**src/hdl/mksr_pkg.sv**
```systemverilog
// Package for the Morse key symbol reader: configuration indexes, reader phase codes,
// pattern sizing, register reset values, press event and result kind codes. No dependencies.
`timescale 1ns / 1ps

package mksr_pkg;

  // Pattern sizing
  localparam int MaxSymbols = 6;
  localparam int PatW       = MaxSymbols;
  localparam int LenW       = $clog2(MaxSymbols + 1);

  // Configuration port
  localparam int CfgIdxW  = 3;
  localparam int CfgDataW = 10;

  localparam logic [CfgIdxW-1:0] CfgDebounceMax  = 3'd0;
  localparam logic [CfgIdxW-1:0] CfgOnThreshold  = 3'd1;
  localparam logic [CfgIdxW-1:0] CfgOffThreshold = 3'd2;
  localparam logic [CfgIdxW-1:0] CfgHoldMin      = 3'd3;
  localparam logic [CfgIdxW-1:0] CfgLetterGap    = 3'd4;
  localparam logic [CfgIdxW-1:0] CfgMessageGap   = 3'd5;
  localparam logic [CfgIdxW-1:0] CfgMaxLetters   = 3'd6;

  // Register reset values
  localparam logic [3:0] RstDebounceMax  = 4'd1;
  localparam logic [3:0] RstOnThreshold  = 4'd1;
  localparam logic [3:0] RstOffThreshold = 4'd0;
  localparam logic [7:0] RstHoldMin      = 8'd25;
  localparam logic [7:0] RstLetterGap    = 8'd40;
  localparam logic [9:0] RstMessageGap   = 10'd100;
  localparam logic [7:0] RstMaxLetters   = 8'd32;

  // Reader phases
  localparam logic [1:0] PhaseIdle     = 2'd0;
  localparam logic [1:0] PhaseRead     = 2'd1;
  localparam logic [1:0] PhaseConvert  = 2'd2;
  localparam logic [1:0] PhaseTransmit = 2'd3;

  // Press events
  localparam logic [1:0] EvNone = 2'd0;
  localparam logic [1:0] EvDot  = 2'd1;
  localparam logic [1:0] EvDash = 2'd2;

  // Result kinds
  localparam logic KindLetter  = 1'b0;
  localparam logic KindMessage = 1'b1;

endpackage

```
**src/hdl/morse_key_symbol_reader_top.sv**
```systemverilog
// Morse key symbol reader, top level: input register, tick update logic and result register.
// Depends on mksr_pkg.
`timescale 1ns / 1ps

// Usage
// - Input channel: one request per key tick (key_level_i, reader_enable_i) on in_valid_i,
//   taken when in_stall_o is low. The sample goes into an input register.
// - The tick is applied from the input register: debounce, hold timing, then the reader phase
//   update. A tick gives zero or one result; a result lands in the output register.
// - Output channel: out_valid_o with result_kind_o, symbol_bits_o, symbol_count_o and
//   letter_total_o; taken when out_stall_i is low.
// - Path: an accepted request waits in the input register; its result lands in the output
//   register when the tick is applied, which out_stall_i can hold back.
// - Throughput: one request per clock while out_stall_i does not hold the result register;
//   the tick update between the input register and the result register is combinational.
// - Stall: while a result waits under out_stall_i, the input register still takes one
//   request; in_stall_o rises only when that register is also full.
// - Reset (rst_ni low, asynchronous): all tick state clears, configuration returns to its
//   defaults, both registers empty.
// - Configuration: write cfg_we_i / cfg_index_i / cfg_data_i while idle; no read-back.
module morse_key_symbol_reader_top (
  input  logic                          clk_i,
  input  logic                          rst_ni,
  // configuration
  input  logic                          cfg_we_i,
  input  logic [mksr_pkg::CfgIdxW-1:0]  cfg_index_i,
  input  logic [mksr_pkg::CfgDataW-1:0] cfg_data_i,
  // input channel
  input  logic                          in_valid_i,
  output logic                          in_stall_o,
  input  logic                          key_level_i,
  input  logic                          reader_enable_i,
  // output channel
  output logic                          out_valid_o,
  input  logic                          out_stall_i,
  output logic                          result_kind_o,
  output logic [5:0]                    symbol_bits_o,
  output logic [2:0]                    symbol_count_o,
  output logic [7:0]                    letter_total_o
);
  import mksr_pkg::*;

  // Configuration registers
  logic [3:0] debounce_max_q, on_thr_q, off_thr_q;
  logic [7:0] hold_min_q, letter_gap_q, max_letters_q;
  logic [9:0] message_gap_q;

  always_ff @(posedge clk_i or negedge rst_ni) begin
    if (!rst_ni) begin
      debounce_max_q <= RstDebounceMax;
      on_thr_q       <= RstOnThreshold;
      off_thr_q      <= RstOffThreshold;
      hold_min_q     <= RstHoldMin;
      letter_gap_q   <= RstLetterGap;
      message_gap_q  <= RstMessageGap;
      max_letters_q  <= RstMaxLetters;
    end else if (cfg_we_i) begin
      case (cfg_index_i)
        CfgDebounceMax:  debounce_max_q <= cfg_data_i[3:0];
        CfgOnThreshold:  on_thr_q       <= cfg_data_i[3:0];
        CfgOffThreshold: off_thr_q      <= cfg_data_i[3:0];
        CfgHoldMin:      hold_min_q     <= cfg_data_i[7:0];
        CfgLetterGap:    letter_gap_q   <= cfg_data_i[7:0];
        CfgMessageGap:   message_gap_q  <= cfg_data_i[9:0];
        CfgMaxLetters:   max_letters_q  <= cfg_data_i[7:0];
        default: ;
      endcase
    end
  end

  // Handshake: result register blocked when full and stalled
  logic out_valid_q;
  logic in_valid_q;
  logic out_blocked;
  logic tick_fire;

  assign out_blocked = out_valid_q & out_stall_i;
  assign in_stall_o  = in_valid_q & out_blocked;
  assign tick_fire   = in_valid_q & ~out_blocked;

  // Input register
  logic in_key_q, in_en_q;

  always_ff @(posedge clk_i or negedge rst_ni) begin
    if (!rst_ni) begin
      in_valid_q <= 1'b0;
    end else if (!in_stall_o) begin
      in_valid_q <= in_valid_i;
    end
  end

  always_ff @(posedge clk_i) begin
    if (in_valid_i && !in_stall_o) begin
      in_key_q <= key_level_i;
      in_en_q  <= reader_enable_i;
    end
  end

  // Tick state
  logic [3:0]      deb_q, deb_d;
  logic            key_q, key_d;
  logic            pend_q, pend_d;
  logic [7:0]      hold_q, hold_d;
  logic [1:0]      phase_q, phase_d;
  logic [9:0]      msg_tmr_q, msg_tmr_d;
  logic [7:0]      let_tmr_q, let_tmr_d;
  logic [PatW-1:0] pat_q, pat_d;
  logic [LenW-1:0] len_q, len_d;
  logic [7:0]      letters_q, letters_d;

  logic [1:0]      press_ev;
  logic [9:0]      msg_inc;
  logic [7:0]      let_inc;
  logic            res_ok;
  logic            res_kind;
  logic [PatW-1:0] res_pat;
  logic [LenW-1:0] res_len;
  logic [7:0]      res_total;

  always_comb begin
    deb_d     = deb_q;
    key_d     = key_q;
    pend_d    = pend_q;
    hold_d    = hold_q;
    phase_d   = phase_q;
    msg_tmr_d = msg_tmr_q;
    let_tmr_d = let_tmr_q;
    pat_d     = pat_q;
    len_d     = len_q;
    letters_d = letters_q;
    press_ev  = EvNone;
    res_ok    = 1'b0;
    res_kind  = KindLetter;
    res_pat   = '0;
    res_len   = '0;
    res_total = letters_q;
    msg_inc   = (msg_tmr_q != 10'h3FF) ? msg_tmr_q + 10'd1 : msg_tmr_q;
    let_inc   = (let_tmr_q != 8'hFF) ? let_tmr_q + 8'd1 : let_tmr_q;

    // key sampling, every tick
    if (key_q && hold_q != 8'hFF) begin
      hold_d = hold_q + 8'd1;
    end
    if (in_key_q && deb_q < debounce_max_q) begin
      deb_d = deb_q + 4'd1;
    end else if (!in_key_q && deb_q != 4'd0) begin
      deb_d = deb_q - 4'd1;
    end
    if (deb_d >= on_thr_q) begin
      key_d = 1'b1;
    end else if (deb_d <= off_thr_q) begin
      key_d = 1'b0;
    end
    if (key_q && !key_d) begin
      pend_d   = 1'b0;
      press_ev = (hold_d > hold_min_q) ? EvDash : EvDot;
    end else if (!key_q && key_d) begin
      pend_d = 1'b1;
      hold_d = 8'd0;
    end

    // reader phase
    if (in_en_q) begin
      case (phase_q)
        PhaseIdle: begin
          if (pend_d) phase_d = PhaseRead;
        end
        PhaseRead: begin
          msg_tmr_d = msg_inc;
          let_tmr_d = let_inc;
          if (msg_inc >= message_gap_q || letters_q >= max_letters_q) begin
            msg_tmr_d = '0;
            phase_d   = PhaseTransmit;
          end else if (let_inc >= letter_gap_q || len_q >= LenW'(MaxSymbols)) begin
            let_tmr_d = '0;
            phase_d   = PhaseConvert;
          end else if (pend_d || press_ev != EvNone) begin
            msg_tmr_d = '0;
            let_tmr_d = '0;
            if (!pend_d && len_q < LenW'(MaxSymbols)) begin
              if (press_ev == EvDash) pat_d = pat_q | (PatW'(1) << len_q);
              len_d = len_q + LenW'(1);
            end
          end
        end
        PhaseConvert: begin
          if (len_q != '0 && letters_q != 8'hFF) letters_d = letters_q + 8'd1;
          res_ok    = 1'b1;
          res_kind  = KindLetter;
          res_pat   = pat_q;
          res_len   = len_q;
          res_total = letters_d;
          pat_d     = '0;
          len_d     = '0;
          phase_d   = PhaseRead;
        end
        default: begin
          res_ok    = 1'b1;
          res_kind  = KindMessage;
          res_total = letters_q;
          letters_d = '0;
          phase_d   = PhaseIdle;
        end
      endcase
    end
  end

  always_ff @(posedge clk_i or negedge rst_ni) begin
    if (!rst_ni) begin
      deb_q     <= '0;
      key_q     <= 1'b0;
      pend_q    <= 1'b0;
      hold_q    <= '0;
      phase_q   <= PhaseIdle;
      msg_tmr_q <= '0;
      let_tmr_q <= '0;
      pat_q     <= '0;
      len_q     <= '0;
      letters_q <= '0;
    end else if (tick_fire) begin
      deb_q     <= deb_d;
      key_q     <= key_d;
      pend_q    <= pend_d;
      hold_q    <= hold_d;
      phase_q   <= phase_d;
      msg_tmr_q <= msg_tmr_d;
      let_tmr_q <= let_tmr_d;
      pat_q     <= pat_d;
      len_q     <= len_d;
      letters_q <= letters_d;
    end
  end

  // Result register; pattern fields carry the low bits of the pattern and length
  logic [15:0] pat_ext;
  logic [7:0]  len_ext;
  logic        res_kind_q;
  logic [5:0]  res_bits_q;
  logic [2:0]  res_count_q;
  logic [7:0]  res_total_q;

  assign pat_ext = 16'(res_pat);
  assign len_ext = 8'(res_len);

  always_ff @(posedge clk_i or negedge rst_ni) begin
    if (!rst_ni) begin
      out_valid_q <= 1'b0;
    end else if (!out_blocked) begin
      out_valid_q <= tick_fire & res_ok;
    end
  end

  always_ff @(posedge clk_i) begin
    if (tick_fire && res_ok) begin
      res_kind_q  <= res_kind;
      res_bits_q  <= pat_ext[5:0];
      res_count_q <= len_ext[2:0];
      res_total_q <= res_total;
    end
  end

  assign out_valid_o    = out_valid_q;
  assign result_kind_o  = res_kind_q;
  assign symbol_bits_o  = res_bits_q;
  assign symbol_count_o = res_count_q;
  assign letter_total_o = res_total_q;

endmodule

```
**config.mk**
```make
export PLATFORM = sky130hd
export DESIGN_NAME = morse_key_symbol_reader_top
export DESIGN_NICKNAME = d
export VERILOG_FILES = /design/src/hdl/mksr_pkg.sv /design/src/hdl/morse_key_symbol_reader_top.sv
export SDC_FILE = /design/constraint.sdc
export NUM_CORES = 1
export LEC_CHECK = 0
export ABC_AREA = 1
export BUFFER_PORTS_ARGS = -buffer_cell sky130_fd_sc_hd__buf_2
export CELL_PAD_IN_SITES_DETAIL_PLACEMENT = 1
export CELL_PAD_IN_SITES_GLOBAL_PLACEMENT = 2
export CORE_MARGIN = 2
export CORE_UTILIZATION = 30
export CTS_CLUSTER_DIAMETER = 80
export DETAILED_ROUTE_END_ITERATION = 10
export PLACE_DENSITY_LB_ADDON = 0.2
export SLEW_MARGIN = 5
export SYNTH_ARGS = -nofsm -noshare
export SYNTH_HDL_FRONTEND = slang
export SYNTH_SLANG_ARGS = --single-unit
```
**constraint.sdc**
```tcl
create_clock -name clk_i -period 2.8 [get_ports clk_i]
set_input_delay 0.14 -clock clk_i [delete_from_list [all_inputs] [get_ports clk_i]]
set_output_delay 0.14 -clock clk_i [all_outputs]
set_load 0.1 [all_outputs]
```
==> flow_summary.yaml <==
critical_path:
  end_kind: "flip-flop"
  worstSetupPathType: "reg -> reg"
  worstReg2RegEnd: "phase_q[0]"
  timing.critical_path.buf_inv: 5
  slowest_delay_ns: 0.39
  path_delay_family: "simple AND/OR/NAND/NOR gates"
  regToRegStartpoint: "deb_q[1]"
  worstSetupStartpointType: "flip-flop"
  worst_ep_required_time_ns: 3.11
  critical_path.most_common_cell: "nand2_2"
  timing.reg2reg.worst_path_depth: 25
  worst_setup_path_startpoint: "deb_q[1]"
  rrSetupSlack_ns: -0.34
  critical-path-slowest-cell: "dfrtp_1"
  crit_path_max_fanout: 3
  cp_data_arrival_time_ns: 3.45
synth:
  async_reset_ff_share_pct: 83.2
  adder_cell_share_of_the_synthesized_area_pct: 10.0
  syn_area_um2: 7000
  synth.area.mux_share_pct: 0.304
  synthesis.area_per_instance_um2: 8.18
  synth_xor_area_share_pct: 3.00
  synth_enable_flop_cells: 20
  synth_compound_gate_area_share_pct: 10.5
  syn_nets: 932
  postSynthRegisterBits: 119
  synth.lib_cells_used.distinct: 45
  netlist_instances: 856
  postSynth.topFlopCell: "dfrtp_1"
  ys_seq_area_share_pct: 44.1
  synthSimpleGateAreaFrac_pct: 23.3
  synth_top_family_by_area: "simple AND/OR/NAND/NOR gates"
  yosysWarningCount: 0
run_status:
  violations: "negative setup slack"
  status: "finished, violations left"
global_routing:
  first_global_vias: 6271
  grtUsageTotal_pct: 16.8
  global_route.overflow_total: 0
  global_route_wire_length_before_repair_um: 32300
  maximum_number_of_pins_on_one_net_before_global_route_repair: 52
  antenna_found_initial: 0
min_path:
  hold_depth: 3
  worstHoldPathType: "in -> reg"
  timing.hold.worst.start: "out_stall_i"
  end_of_the_worst_hold_path: "out_valid_o"
finish:
  finalNetCount: 1075
  area.growth.synth_to_final_pct: 36.2
  n_antenna_cell: 0
  post_route_cells_drive_above_1_share_pct: 32.8
  post-route-cell-area_um2: 9540
place:
  dpl_cell_area_um2: 8010
  place_congestion: 0.735
  detailedPlace.worstSlack_ns: -0.421
  post-dp-hpwl_um: 13800
  numPortBuffers: 39
clock_network:
  cts_max_path_buffers: 2
  clock_tree_from_tritoncts: "yes"
  cts-htree-levels: 4
  clock-sinks: 119
  insertion_delay_ns: 0.42
  worst_setup_hold_path_clk_slew_ns: 0.06
  cts_made_buffers: 17
  clk_root_buffer_cell: "clkbuf_16"
detailed_routing:
  finalWirelength_um: 19800
  first_pass_iters: 4
  drt_first_iter_violations: 211
  vias_post_dr: 5945
  detailed_route_wirelength_on_metal2_um: 9660
  wirelength_met1_um: 9400
  drcViolationCount: 0
  antenna_violating_nets_post_route: 0
  detail_route_met3_wl_um: 364
  viasPerCell: 4.49
  route.detailed.wl_per_inst_um: 14.9
  top_layer: "met4"
sta:
  final-hold-violation-count: 0
  timing_max_transition_violations_final: 0
  finalHoldWorstSlack_ns: 0.0120
  final_critical_path_setup_slack_ns: -0.342
  max_freq_mhz: 318
  max-slew-margin-rel_pct: 51.2
  finalWorstPathRequiredPeriod_ns: 3.14
  worst-slew-pin-transition_ns: 0.733
  post-route-period-util_pct: 112
  rsz0062_at_grt: "true"
  setup_viol_count_final: 38
  fin_skew_ns: 0.00881
die:
  floorplan.rows: 55
  dieArea_um2: 24600
  design.core.area_um2: 22800
  die_height_um: 157
  die_w_um: 157
  io_pins: 40
  starting_utilization_of_the_core_area_pct: 30.7
power:
  power.static_leakage_nw: 4.66
  worst_ir_drop_vdd_mv: 0.466
  power.density_nw_per_um2: 1130
job:
  maxCapViolations: 0
-- how the worst max path moves through the flow --
stage                         endpoint  slack [ns]  cells past startpoint
final                       phase_q[0]       -0.34                     25
after global routing        phase_q[0]       -0.55                     25
after detailed placement      pat_q[5]       -0.42                     22
after CTS                 let_tmr_q[6]       -0.30                     21
after global placement        pat_q[1]       -0.41                     23
after floorplan               pat_q[0]      -0.002                     24
-- Yosys cell counts, types with 15 or more instances --
cell,instances,area (um2)
nand2_2,15,93.8
nand3_1,35,175
edfxtp_1,20,601
o21ai_0,78,390
ha_1,56,701
a21oi_1,25,125
inv_1,140,526
xor2_1,23,201
dfrtp_1,88,2200
nor2_1,54,203
nand2_1,208,781
-- layout make-up --
| type | count | area, um2 |
|---|---|---|
| fill | 2705 | 13200 |
| multi-input combinational | 574 | 3880 |
| sequential | 119 | 3090 |
| timing repair buffer | 135 | 1020 |
| inverter | 152 | 581 |
| clock buffer | 19 | 433 |
| tap | 313 | 392 |
| clock inverter | 13 | 136 |
-- layer usage --
layer,track usage (%),vias to the layer above
met5,0,-
met3,3.10,28
met1,22.0,2841
li1,-,3027
met4,4.94,0
met2,28.3,49
-- tightest hold or removal path: cells and delay by family --
| kind | cells | cell delay, ns |
|---|---|---|
| AO/OA/AOI/OAI | 1 | 0.10 |
| AND/OR/NAND/NOR | 1 | 0.08 |
| buffers and inverters | 1 | 0.07 |
-- sequential cells by signal, summed over array words and instances, names as in the netlist, 8 cells and up --
name            cells
msg_tmr_q          10
message_gap_q      10
letter_gap_q        8
hold_q              8
letter_total_o      8
hold_min_q          8
let_tmr_q           8
max_letters_q       8
letters_q           8
-- cells in the final DEF, fill, tap and decap left out, types with 11 or more instances in the layout --
| cell | count |
|---|---|
| nand2_1 | 173 |
| inv_1 | 127 |
| dfrtp_1 | 88 |
| buf_4 | 79 |
| o21ai_0 | 63 |
| ha_1 | 46 |
| nor2_1 | 45 |
| buf_2 | 38 |
| nand2_2 | 37 |
| inv_2 | 22 |
| a21oi_1 | 20 |
| nand3_1 | 20 |
| edfxtp_1 | 20 |
| xor2_1 | 18 |
| clkbuf_16 | 17 |
| nand2_4 | 15 |
| nand3_2 | 14 |
| o21ai_1 | 13 |
| nand4_1 | 12 |
| dfstp_2 | 11 |
-- logic make-up after synthesis --
kind of cell / after synthesis
AO/OA/AOI/OAI: 134
AND/OR/NAND/NOR: 358
buffers and inverters: 163
multiplexers: 2
adder cells (fa/ha/maj): 56
flip-flops: 119
XOR/XNOR: 24
-- through the flow --
| step | power, mW | TNS [ns] | utilization [%] | std cells |
|---|---|---|---|---|
| 2_1_floorplan | 5.36 | -0.0136 | - | 856 |
| 3_3_place_gp | 6.75 | -10.03 | 35.2 | 1256 |
| 3_5_place_dp | 6.80 | -11.56 | 35.2 | 1256 |
| 4_1_cts | 9.92 | -8.20 | 39.8 | 1314 |
| 5_1_grt | 11.7 | -19.14 | 41.9 | 1325 |
| 6_report | 10.8 | -11.02 | 41.9 | 1325 |
-- repair_timing --
action / in CTS / in global routing
endpoints found under the setup margin: 38 / 39
setup buffers: 20 / 11
pin swaps: 31 / 46
endpoints found under the hold margin: 46 / 0
hold buffers: 6 / 0
resized for setup: 65 / 97
-- report_power, final --
part | total [mW] | internal (mW) | switching [mW]
Sequential | 2.58 | 2.23 | 0.346
Combinational | 6.05 | 2.61 | 3.44
Clock | 2.17 | 1.37 | 0.793
Total | 10.8 | 6.22 | 4.58
No activity file was read; power rests on OpenSTA's default activity.
